File: src/rtl/core/tlb_page_table_translate_defines.svh
// assertion macros for the tlb translator
// expects clk and arst_n in the scope of each use
`ifndef TLB_PAGE_TABLE_TRANSLATE_DEFINES_SVH
`define TLB_PAGE_TABLE_TRANSLATE_DEFINES_SVH

// same-cycle implication
`define TLBPT_ASSERT_IMPL(lbl, ante, cons, msg) \
	lbl: assert property (@(posedge clk) disable iff (!arst_n) (ante) |-> (cons)) \
		else $error(msg);

// next-cycle implication
`define TLBPT_ASSERT_NEXT(lbl, ante, cons, msg) \
	lbl: assert property (@(posedge clk) disable iff (!arst_n) (ante) |=> (cons)) \
		else $error(msg);

`endif

File: src/rtl/core/tlbpt_pkg.sv
// shared widths, defaults and controller/datapath handshake types
// no dependencies
package tlbpt_pkg;
	localparam int VA_W = 16;
	localparam int PAGE_W = 8;
	localparam int OFFSET_W = 8;
	localparam int FRAME_W = 8;
	localparam int CNT_W = 32;
	localparam int STAMP_W = 32;
	localparam int PAGE_COUNT = 1 << PAGE_W;
	localparam int TLB_ENTRIES_DEF = 16;

	typedef struct packed {
		logic load;
		logic lookup;
		logic scan;
		logic fill;
		logic emit;
	} tlbpt_cmd_t;

	typedef struct packed {
		logic hit;
		logic free_avail;
		logic scan_last;
		logic out_free;
	} tlbpt_sts_t;
endpackage

File: src/rtl/core/tlbpt_req_if.sv
// request channel: one virtual address word
// depends on tlbpt_pkg
interface tlbpt_req_if import tlbpt_pkg::*; ();
	logic                valid;
	logic                ready;
	logic [VA_W-1:0]     virtual_address;

	modport source(output valid, output virtual_address, input ready);
	modport sink(input valid, input virtual_address, output ready);
endinterface

File: src/rtl/core/tlbpt_rsp_if.sv
// response channel: one translation result word
// depends on tlbpt_pkg
interface tlbpt_rsp_if import tlbpt_pkg::*; ();
	logic                valid;
	logic                ready;
	logic [VA_W-1:0]     physical_address;
	logic [FRAME_W-1:0]  phys_frame;
	logic                tlb_hit;
	logic                page_fault;
	logic [CNT_W-1:0]    hit_count;
	logic [CNT_W-1:0]    fault_count;

	modport source(output valid, output physical_address, output phys_frame,
		output tlb_hit, output page_fault, output hit_count, output fault_count,
		input ready);
	modport sink(input valid, input physical_address, input phys_frame,
		input tlb_hit, input page_fault, input hit_count, input fault_count,
		output ready);
endinterface

File: src/rtl/core/tlb_page_table_translate.sv
// result word registered in the emit state after lookup on a tlb hit or a fill
// into a free entry, or after the lru scan and fill states when an lru victim
// must be found; emit waits while the result register is full and unread; the lru
// scan reads one stamp per cycle; a new word is taken in idle or as a result is emitted
// reset: tlb and page-table valid bits, frame allocator, tick and counters cleared at once
module tlb_page_table_translate import tlbpt_pkg::*; #(
	parameter int TLB_ENTRIES = TLB_ENTRIES_DEF
) (
	input  logic clk,
	input  logic arst_n,
	tlbpt_req_if.sink   req,
	tlbpt_rsp_if.source rsp
);
	tlbpt_cmd_t cmd;
	tlbpt_sts_t sts;

	tlbpt_ctrl u_ctrl (
		.clk      (clk),
		.arst_n   (arst_n),
		.in_valid (req.valid),
		.in_ready (req.ready),
		.cmd      (cmd),
		.sts      (sts)
	);

	tlbpt_dpath #(
		.TLB_ENTRIES (TLB_ENTRIES)
	) u_dpath (
		.clk              (clk),
		.arst_n           (arst_n),
		.cmd              (cmd),
		.sts              (sts),
		.virtual_address  (req.virtual_address),
		.out_ready        (rsp.ready),
		.out_valid        (rsp.valid),
		.physical_address (rsp.physical_address),
		.phys_frame       (rsp.phys_frame),
		.tlb_hit          (rsp.tlb_hit),
		.page_fault       (rsp.page_fault),
		.hit_count        (rsp.hit_count),
		.fault_count      (rsp.fault_count)
	);
endmodule

File: src/rtl/core/tlbpt_ctrl.sv
// translation sequencer: lookup, lru scan, fill and result hand-off
// depends on tlbpt_pkg and the assertion macro header
`include "tlb_page_table_translate_defines.svh"

module tlbpt_ctrl import tlbpt_pkg::*; (
	input  logic       clk,
	input  logic       arst_n,
	input  logic       in_valid,
	output logic       in_ready,
	output tlbpt_cmd_t cmd,
	input  tlbpt_sts_t sts
);
	localparam logic [2:0] ST_IDLE = 3'd0;
	localparam logic [2:0] ST_LOOK = 3'd1;
	localparam logic [2:0] ST_SCAN = 3'd2;
	localparam logic [2:0] ST_FILL = 3'd3;
	localparam logic [2:0] ST_EMIT = 3'd4;

	logic [2:0] state_q;
	logic [2:0] state_d;

	always_comb begin
		state_d = state_q;
		cmd = '0;
		in_ready = 1'b0;
		case (state_q)
			ST_IDLE: begin
				in_ready = 1'b1;
				if (in_valid) begin
					cmd.load = 1'b1;
					state_d = ST_LOOK;
				end
			end
			ST_LOOK: begin
				cmd.lookup = 1'b1;
				if (sts.hit || sts.free_avail) begin
					state_d = ST_EMIT;
				end else begin
					state_d = ST_SCAN;
				end
			end
			ST_SCAN: begin
				cmd.scan = 1'b1;
				if (sts.scan_last) begin
					state_d = ST_FILL;
				end
			end
			ST_FILL: begin
				cmd.fill = 1'b1;
				state_d = ST_EMIT;
			end
			ST_EMIT: begin
				if (sts.out_free) begin
					cmd.emit = 1'b1;
					in_ready = 1'b1;
					if (in_valid) begin
						cmd.load = 1'b1;
						state_d = ST_LOOK;
					end else begin
						state_d = ST_IDLE;
					end
				end
			end
			default: begin
				state_d = ST_IDLE;
			end
		endcase
	end

	always_ff @(posedge clk or negedge arst_n) begin
		if (!arst_n) begin
			state_q <= ST_IDLE;
		end else begin
			state_q <= state_d;
		end
	end

	`TLBPT_ASSERT_NEXT(a_load_then_lookup, cmd.load, cmd.lookup, "load not followed by lookup")
endmodule

File: src/rtl/core/tlbpt_dpath.sv
// tlb entries, page table, lru scan, counters and result register
// depends on tlbpt_pkg and the assertion macro header
`include "tlb_page_table_translate_defines.svh"

module tlbpt_dpath import tlbpt_pkg::*; #(
	parameter int TLB_ENTRIES = TLB_ENTRIES_DEF
) (
	input  logic                clk,
	input  logic                arst_n,
	input  tlbpt_cmd_t          cmd,
	output tlbpt_sts_t          sts,
	input  logic [VA_W-1:0]     virtual_address,
	input  logic                out_ready,
	output logic                out_valid,
	output logic [VA_W-1:0]     physical_address,
	output logic [FRAME_W-1:0]  phys_frame,
	output logic                tlb_hit,
	output logic                page_fault,
	output logic [CNT_W-1:0]    hit_count,
	output logic [CNT_W-1:0]    fault_count
);
	localparam int IDX_W = $clog2(TLB_ENTRIES);
	localparam logic [IDX_W-1:0] LAST_IDX = IDX_W'(TLB_ENTRIES - 1);

	logic [PAGE_W-1:0]   page_q;
	logic [OFFSET_W-1:0] offset_q;
	logic [FRAME_W-1:0]  map_rd_q;
	logic [FRAME_W-1:0]  map_mem [PAGE_COUNT];
	logic [PAGE_COUNT-1:0] map_valid_q;
	logic [FRAME_W-1:0]  next_frame_q;

	logic [TLB_ENTRIES-1:0] tlb_valid_q;
	logic [PAGE_W-1:0]   tlb_page_q [TLB_ENTRIES];
	logic [FRAME_W-1:0]  tlb_frame_q [TLB_ENTRIES];
	logic [STAMP_W-1:0]  tlb_stamp_q [TLB_ENTRIES];

	logic [STAMP_W-1:0]  tick_q;
	logic [CNT_W-1:0]    hits_q;
	logic [CNT_W-1:0]    faults_q;
	logic [FRAME_W-1:0]  frame_q;
	logic                hit_q;
	logic                fault_q;
	logic [IDX_W-1:0]    scan_idx_q;
	logic [IDX_W-1:0]    best_idx_q;
	logic [STAMP_W-1:0]  best_stamp_q;
	logic                out_valid_q;

	logic [TLB_ENTRIES-1:0] hit_vec;
	logic [IDX_W-1:0]    hit_idx;
	logic [IDX_W-1:0]    free_idx;
	logic                map_hit;
	logic [FRAME_W-1:0]  miss_frame;
	logic [STAMP_W-1:0]  cur_stamp;
	logic                miss_fault;

	always_comb begin
		hit_idx = '0;
		free_idx = '0;
		for (int k = 0; k < TLB_ENTRIES; k++) begin
			hit_vec[k] = tlb_valid_q[k] && (tlb_page_q[k] == page_q);
			if (hit_vec[k]) begin
				hit_idx = hit_idx | IDX_W'(k);
			end
		end
		for (int k = TLB_ENTRIES - 1; k >= 0; k--) begin
			if (!tlb_valid_q[k]) begin
				free_idx = IDX_W'(k);
			end
		end
	end

	assign map_hit = map_valid_q[page_q];
	assign miss_frame = map_hit ? map_rd_q : next_frame_q;
	assign miss_fault = cmd.lookup && !sts.hit && !map_hit;
	assign cur_stamp = tlb_stamp_q[scan_idx_q];

	assign sts.hit = |hit_vec;
	assign sts.free_avail = ~&tlb_valid_q;
	assign sts.scan_last = (scan_idx_q == LAST_IDX);
	assign sts.out_free = !out_valid_q || out_ready;

	// page table frames
	always_ff @(posedge clk) begin
		if (cmd.load) begin
			map_rd_q <= map_mem[virtual_address[VA_W-1:OFFSET_W]];
		end
		if (miss_fault) begin
			map_mem[page_q] <= next_frame_q;
		end
	end

	always_ff @(posedge clk) begin
		if (cmd.load) begin
			page_q <= virtual_address[VA_W-1:OFFSET_W];
			offset_q <= virtual_address[OFFSET_W-1:0];
		end
		if (cmd.lookup) begin
			if (sts.hit) begin
				frame_q <= tlb_frame_q[hit_idx];
				tlb_stamp_q[hit_idx] <= tick_q;
				hit_q <= 1'b1;
				fault_q <= 1'b0;
			end else begin
				frame_q <= miss_frame;
				hit_q <= 1'b0;
				fault_q <= !map_hit;
				if (sts.free_avail) begin
					tlb_page_q[free_idx] <= page_q;
					tlb_frame_q[free_idx] <= miss_frame;
					tlb_stamp_q[free_idx] <= tick_q;
				end else begin
					scan_idx_q <= IDX_W'(1);
					best_idx_q <= '0;
					best_stamp_q <= tlb_stamp_q[0];
				end
			end
		end
		if (cmd.scan) begin
			scan_idx_q <= scan_idx_q + IDX_W'(1);
			if (cur_stamp < best_stamp_q) begin
				best_idx_q <= scan_idx_q;
				best_stamp_q <= cur_stamp;
			end
		end
		if (cmd.fill) begin
			tlb_page_q[best_idx_q] <= page_q;
			tlb_frame_q[best_idx_q] <= frame_q;
			tlb_stamp_q[best_idx_q] <= tick_q;
		end
		if (cmd.emit) begin
			physical_address <= {frame_q, offset_q};
			phys_frame <= frame_q;
			tlb_hit <= hit_q;
			page_fault <= fault_q;
			hit_count <= hits_q;
			fault_count <= faults_q;
		end
	end

	always_ff @(posedge clk or negedge arst_n) begin
		if (!arst_n) begin
			tlb_valid_q <= '0;
			map_valid_q <= '0;
			next_frame_q <= '0;
			tick_q <= '0;
			hits_q <= '0;
			faults_q <= '0;
			out_valid_q <= 1'b0;
		end else begin
			if (cmd.lookup && sts.hit && hits_q != '1) begin
				hits_q <= hits_q + CNT_W'(1);
			end
			if (cmd.lookup && !sts.hit && sts.free_avail) begin
				tlb_valid_q[free_idx] <= 1'b1;
			end
			if (miss_fault) begin
				map_valid_q[page_q] <= 1'b1;
				next_frame_q <= next_frame_q + FRAME_W'(1);
				if (faults_q != '1) begin
					faults_q <= faults_q + CNT_W'(1);
				end
			end
			if (cmd.emit) begin
				tick_q <= tick_q + STAMP_W'(1);
				out_valid_q <= 1'b1;
			end else if (out_ready) begin
				out_valid_q <= 1'b0;
			end
		end
	end

	assign out_valid = out_valid_q;

	`TLBPT_ASSERT_IMPL(a_single_match, cmd.lookup, $onehot0(hit_vec), "tlb holds a page twice")
	`TLBPT_ASSERT_IMPL(a_scan_when_full, cmd.scan, &tlb_valid_q, "lru scan with a free entry")
	`TLBPT_ASSERT_NEXT(a_hits_monotonic, 1'b1, hits_q >= $past(hits_q), "hit count went down")
	`TLBPT_ASSERT_IMPL(a_hit_no_fault, cmd.emit, !(hit_q && fault_q), "hit and fault together")
endmodule
File: src/flat_wrapper.sv
// flat-port wrapper written by rule: the top's interface ports become plain ports
module tlb_page_table_translate_flat import tlbpt_pkg::*;
#(
	parameter int TLB_ENTRIES = TLB_ENTRIES_DEF
)
  (clk, arst_n, req_valid, req_virtual_address, req_ready, rsp_valid, rsp_physical_address, rsp_phys_frame, rsp_tlb_hit, rsp_page_fault, rsp_hit_count, rsp_fault_count, rsp_ready);
  tlbpt_req_if req_i ();
  tlbpt_rsp_if rsp_i ();
  input  logic clk;
  input  logic arst_n;
  input wire logic [$bits(req_i.valid)-1:0] req_valid;
  input wire logic [$bits(req_i.virtual_address)-1:0] req_virtual_address;
  output wire logic [$bits(req_i.ready)-1:0] req_ready;
  output wire logic [$bits(rsp_i.valid)-1:0] rsp_valid;
  output wire logic [$bits(rsp_i.physical_address)-1:0] rsp_physical_address;
  output wire logic [$bits(rsp_i.phys_frame)-1:0] rsp_phys_frame;
  output wire logic [$bits(rsp_i.tlb_hit)-1:0] rsp_tlb_hit;
  output wire logic [$bits(rsp_i.page_fault)-1:0] rsp_page_fault;
  output wire logic [$bits(rsp_i.hit_count)-1:0] rsp_hit_count;
  output wire logic [$bits(rsp_i.fault_count)-1:0] rsp_fault_count;
  input wire logic [$bits(rsp_i.ready)-1:0] rsp_ready;
  assign req_i.valid = req_valid;
  assign req_i.virtual_address = req_virtual_address;
  assign req_ready = req_i.ready;
  assign rsp_valid = rsp_i.valid;
  assign rsp_physical_address = rsp_i.physical_address;
  assign rsp_phys_frame = rsp_i.phys_frame;
  assign rsp_tlb_hit = rsp_i.tlb_hit;
  assign rsp_page_fault = rsp_i.page_fault;
  assign rsp_hit_count = rsp_i.hit_count;
  assign rsp_fault_count = rsp_i.fault_count;
  assign rsp_i.ready = rsp_ready;
  tlb_page_table_translate #(.TLB_ENTRIES(TLB_ENTRIES)) u_core (.clk(clk), .arst_n(arst_n), .req(req_i), .rsp(rsp_i));
endmodule
File: config.mk
export PLATFORM = sky130hd
export DESIGN_NAME = tlb_page_table_translate_flat
export DESIGN_NICKNAME = d
export VERILOG_FILES = /design/src/rtl/core/tlbpt_pkg.sv /design/src/rtl/core/tlbpt_req_if.sv /design/src/rtl/core/tlbpt_rsp_if.sv /design/src/rtl/core/tlb_page_table_translate.sv /design/src/rtl/core/tlbpt_ctrl.sv /design/src/rtl/core/tlbpt_dpath.sv /design/src/flat_wrapper.sv
export VERILOG_INCLUDE_DIRS = /design/src /design/src/rtl/core
export SDC_FILE = /design/constraint.sdc
export NUM_CORES = 2
export LEC_CHECK = 0
export ABC_CLOCK_PERIOD_IN_PS = 12000
export BUFFER_PORTS_ARGS = -buffer_cell sky130_fd_sc_hd__buf_4
export CAP_MARGIN = 5
export CORE_MARGIN = 8
export CORE_UTILIZATION = 40
export DETAILED_ROUTE_END_ITERATION = 6
export GPL_ROUTABILITY_DRIVEN = 1
export RECOVER_POWER = 100
export SYNTH_ARGS = -nofsm -noshare
export SYNTH_HDL_FRONTEND = slang
export SYNTH_SLANG_ARGS = --single-unit
File: constraint.sdc
create_clock -name clk -period 12 [get_ports clk]
set_clock_uncertainty 0.2 [all_clocks]
set_input_delay 1.2 -clock clk [delete_from_list [all_inputs] [get_ports clk]]
set_output_delay 1.2 -clock clk [all_outputs]
set_load 0.03 [all_outputs]
### After elaboration in Yosys (flattened, before gate mapping)

Memories as Yosys holds them, arrays and structs flattened. A register that Yosys moved wholly into a read port is not among the register bits.
Index checks and enable logic that the tools add are counted.

* logic and storage cells: 201
* memories kept: 4
* flip-flop bits (word level): 536
* input bits: 20
* memory bits (writable): 2816

* bitwise gates (word level): 2
* eq/ne operators: 27
* reduce and logical (&&, ||, !) cells: 42
* add/sub/neg operators: 5
* muxes and demuxes: 94
* $lt $le $gt $ge: 5

Memories
* u_core.u_dpath.map_mem: words 256, bits a word 8, read ports 1, clocked after memory_dff 1, wr ports 1, line tlbpt_dpath.sv:28 `logic [FRAME_W-1:0] map_mem [PAGE_COUNT];`
* u_core.u_dpath.tlb_stamp_q: words 16, bits a word 32, read ports 2, clocked after memory_dff 1, wr ports 1, line tlbpt_dpath.sv:35 `logic [STAMP_W-1:0] tlb_stamp_q [TLB_ENTRIES];`
* u_core.u_dpath.tlb_frame_q: words 16, bits a word 8, read ports 1, clocked after memory_dff 0, wr ports 1, line tlbpt_dpath.sv:34 `logic [FRAME_W-1:0] tlb_frame_q [TLB_ENTRIES];`
* u_core.u_dpath.tlb_page_q: words 16, bits a word 8, read ports 16, clocked after memory_dff 0, wr ports 1, line tlbpt_dpath.sv:33 `logic [PAGE_W-1:0] tlb_page_q [TLB_ENTRIES];`

Operators with widths (count)
* $or 256x256->256: 1
* $mux 32: 7
* $mux 4: 38
* $eq 8x8->1: 16
* $add 32x1->32 const B: 3
* $ne 32x32->1 const B: 2
* $reduce_or 32->1: 2
* $lt 32x32->1: 1
* $mux 8: 4
* $mux 1: 29
* $mux 3: 8
* $logic_and 1x1->1: 23
* $or 16x16->16: 1
* $reduce_and 16->1: 1
* $reduce_or 16->1: 1
* $reduce_or 8->1: 2
* $pmux 3 s5: 1
* $lt 8x9->1 const B: 1
* $add 8x1->8 const B: 1
* $bmux 1 s8: 1
* $demux 1 s8: 1
* $ge 8x1->1 const B: 1
* $eq 3x2->1 const B: 2
* $ne 2x1->1 const B: 3
* 16 further kinds: 25

### Logic depth before layout (Yosys ltp)

* depth after elaboration: 21
* depth in mapped cells: 17

### Modules after synthesis

Synthesis repeated with hierarchy kept, for this count alone.

* cells, all modules: 6381
* area total of the unflattened synthesis: 132319.4 µm²

By module, submodules not included
* tlbpt_dpath: area each 132095.4 µm², cells an instance 6361, seq. area each 98399.4 µm², instances 1
* tlbpt_ctrl: area each 224.0 µm², cells an instance 20, seq. area each 75.1 µm², instances 1

### Worst setup path after synthesis

OpenSTA, ideal clock, no wires.

* path kind: input-to-reg
* from: input rsp_ready
* to: register u_core.u_dpath.tick_q[29]
* stages: 9
* data required time: 11.666 ns
* setup slack: 4.915 ns
* library setup time: 0.134 ns
* arrival: 6.751 ns
* path buffers: 0
* cells stage by stage: nor2b_1 > nor2_1 > nand4_1 > nor2_1 > and3_1 > nand2b_1 > nor3_1 > nand3_1 > xnor2_1

RTL lines
* start: declaration: line flat_wrapper.sv:21 `input wire logic [$bits(rsp_i.ready)-1:0] rsp_ready;`
* end signal: assignment: line tlbpt_dpath.sv:164 `tick_q <= tick_q + STAMP_W'(1);`
* end: declaration: line tlbpt_dpath.sv:37 `logic [STAMP_W-1:0] tick_q;`

### Final worst setup path

* from: register u_core.u_dpath.page_q[3]
* to: memory u_core.u_dpath.map_mem[41][6] (enable)

* longest elaborated chain between the ends: 8
* elaborated cells between the ends (all ways): 41
* classes of those cells: 16 x eq/ne; 4 x mux; 21 x reduce/logical

RTL lines
* start: declaration: line tlbpt_dpath.sv:25 `logic [PAGE_W-1:0] page_q;`
* start signal: assignment: line tlbpt_dpath.sv:94 `page_q <= virtual_address[VA_W-1:OFFSET_W];`
* parallel branches: the longest is 8 deep, another holds $bmux 1 s8
* end: declaration: line tlbpt_dpath.sv:28

Parallel ways; which one is timed is not known. The select of a mux whose other input is x is not followed.

==> out/metrics.yaml <==
status:
  status: "finished, violations left"
  violations: "capacitance limit, slew limit"
finish:
  final_cell_mix: "edfxtp_1 (2,936), mux4_2 (904), dfrtp_1 (380)"
  drive_gt1_share_pct: 24.4
  multi_input_area_um2: 31200
  layout_commonest_cell: "edfxtp_1"
  syn_to_final_growth_pct: 12.2
  final_area_um2: 148000
  regArea_um2: 98500
  fill_cells: 27700
  fin_nets: 6580
worst_setup_path:
  startpoint_type: "register"
  reg2reg_to: "u_core.u_dpath.map_mem[41][6]"
  cp_slowest_stage_delay_ps: 1980
  slowest_stage: "clkbuf_1"
  crit_fanout: 36
  path_common_cell: "clkbuf_1"
  reg2reg_depth: 6
  critPathBufInv: 3
  path_cells: "clkbuf_1 -> nor2b_2 -> clkbuf_1 -> nand2_1 -> clkbuf_1 -> nor3_1"
  crit_required_ps: 12270
  critPathTopFamily: "buffers and inverters"
  reg2reg_from: "u_core.u_dpath.page_q[3]"
  setup.worst_path.end_class: "register"
  path_class: "reg -> reg"
  arrival_ps: 9670
  r2r_slack_ps: 2600
worst_hold_path:
  whs_path_depth: 0
  hold_path_end: "u_core.u_dpath.physical_address[5]"
  min_from: "u_core.u_dpath.offset_q[5]"
  worstHoldPathType: "reg -> reg"
sta:
  finalCritPeriodShare_pct: 78.3
  setup_viol: 0
  fmax_ghz: 0.106
  rsz0062_at_grt: "no"
  period_minus_slack_ps: 9400
  max-slew-margin-rel_pct: -439
  finalSetupTns_ps: 0
  hold_viol: 0
  hold_ws_ps: 219
  worst_pin_slew_ps: 8090
  fin_ws_ps: 2600
  final_max_slew_viol_count: 3586
floorplanning:
  core_um2: 330000
  dieArea_um2: 350000
  die_h_um: 591
  ios: 112
  core.rowCount: 211
  initial_core_util_pct: 40.1
  die_w_um: 591
synthesis:
  async_flop_share_pct: 11.3
  synth_cell_type_count: 71
  syn_inst: 6257
  syn_area_um2: 132000
  synth-seq-area-share_pct: 74.4
  ys_warn_count: 0
  syn_area_per_cell_um2: 21.2
  ys_ff_latch: 3356
  synth_edf_count: 2936
  synthFlopType: "edfxtp_1"
  synth_nets: 6313
clocking:
  cts-root-buf: "clkbuf_16"
  clk_pin_slew_worst_paths_ps: 60
  cts_tree: "built"
  ctsResizeCount: 0
  insertion_delay_ps: 920
  cts.sinks: 3356
  htree_levels: 5
  hold_buffers: 1
  cts_buffer_depth: 4
  postCtsSetupBuffers: 0
  cts_made_buffers: 349
routing:
  drtIter0Drc: 6271
  wire_per_inst_um: 28.9
  wl_um: 323000
  vias_per_cell: 5.69
  first_pass_iters: 5
  drtAntennaViolNets: 0
  drc_errors: 0
  vias: 63600
power_and_ir_drop:
  p_leak_nw: 47.7
  ir_worst_vdd_uv: 151
  p_per_area_nw_per_um2: 182
placed_design:
  port-buffer-count: 111
  post-place-ws_ps: 4990
  place.gp.congestion: 0.796
  placed_cell_area_um2: 139000
  hpwl_um: 187000
global_route:
  grt_pass1_vias: 65200
  grt_antenna_before_repair: 21
  grt_pass1_wl_um: 469000
  grt_max_degree: 211
  track_usage_pct: 18.1
  overflow: 0
run:
  cap_violations: 117
## cells in the mapped netlist, drive strengths merged, types with 78 or more instances
| master | n | area, um2 |
|---|---|---|
| mux4 | 904 | 20400 |
| or2 | 244 | 1530 |
| xor2 | 80 | 701 |
| nor3 | 298 | 2600 |
| xnor2 | 150 | 1310 |
| nand3 | 78 | 405 |
| dfrtp | 380 | 9510 |
| nand2 | 121 | 457 |
| edfxtp | 2936 | 88200 |
| buf | 186 | 990 |
| nor2 | 99 | 372 |
| clkbuf | 156 | 586 |
## flip-flops by register name, indices dropped and copies added, names as in the netlist, 32 cells and up, named ones only
name	count
u_core.u_dpath.best_stamp_q	32
u_core.u_dpath.fault_count	32
u_core.u_dpath.faults_q	32
u_core.u_dpath.hit_count	32
u_core.u_dpath.hits_q	32
u_core.u_dpath.map_mem	2048
u_core.u_dpath.map_valid_q	256
u_core.u_dpath.tick_q	32
u_core.u_dpath.tlb_frame_q	128
u_core.u_dpath.tlb_page_q	128
u_core.u_dpath.tlb_stamp_q	512
## how the worst max path moves through the flow
stage	startpoint	to	slack (ps)	depth (start not counted)
3_5_place_dp	u_core.u_dpath.page_q[1]	u_core.u_dpath.map_mem[241][5]	4990	11
5_1_grt	u_core.u_dpath.next_frame_q[3]	u_core.u_dpath.map_mem[225][3]	2390	1
2_1_floorplan	rsp_ready	u_core.u_dpath.tick_q[29]	4920	9
3_3_place_gp	u_core.u_dpath.page_q[1]	u_core.u_dpath.map_mem[253][2]	5190	12
6_report	u_core.u_dpath.page_q[3]	u_core.u_dpath.map_mem[41][6]	2600	6
4_1_cts	u_core.u_dpath.page_q[1]	u_core.u_dpath.map_mem[241][6]	4900	11
## metrics by stage
stage | total power [mW] | utilization, % | std cells
2_1_floorplan | 15.3 | - | 6257
3_3_place_gp | 16.2 | 42.0 | 10500
3_5_place_dp | 16.3 | 42.0 | 10500
4_1_cts | 27.2 | 45.6 | 11200
5_1_grt | 27.9 | 45.0 | 11200
6_report | 27.0 | 45.0 | 11200
## report_power, final
group          internal (mW)  switching [mW]  total, mW
sequential              13.7           0.302       14.0
clock                   6.44            4.54       11.0
combinational          0.499            1.51       2.01
total                   20.7            6.35       27.0
## final cells by class
class	count	area share [%]
Clock inverter	176	1.39
Multi-Input combinational cell	2507	21.0
Tap cell	4366	3.68
Inverter	52	0.131
Clock buffer	469	6.50
Sequential cell	3356	66.3
Antenna cell	7	0.0118
Timing Repair Buffer	258	0.953
## cells by family (layout without fill, tap and decap cells)
group / count (synthesis) / after routing / synth area share (%)
xor gates and xnor gates: 230 / 230 / 1.52
muxes: 1016 / 1016 / 16.3
other: 0 / 7 / 0
adders and majority gates: 36 / 36 / 0.340
and+or+nand+nor: 996 / 996 / 4.84
DFF: 3356 / 3356 / 74.4
AOI/OAI and AO/OA: 229 / 229 / 1.28
buffers and inverters: 394 / 955 / 1.34
## layer usage
layer | routed length (um) | track usage (%) | up-vias
li1 | - | - | 26300
met1 | 138000 | 26.3 | 34300
met2 | 152000 | 28.6 | 2497
met3 | 24400 | 3.10 | 507
met4 | 8230 | 4.66 | 2
met5 | 13 | 0 | -
(Power assumes the default switching activity.)
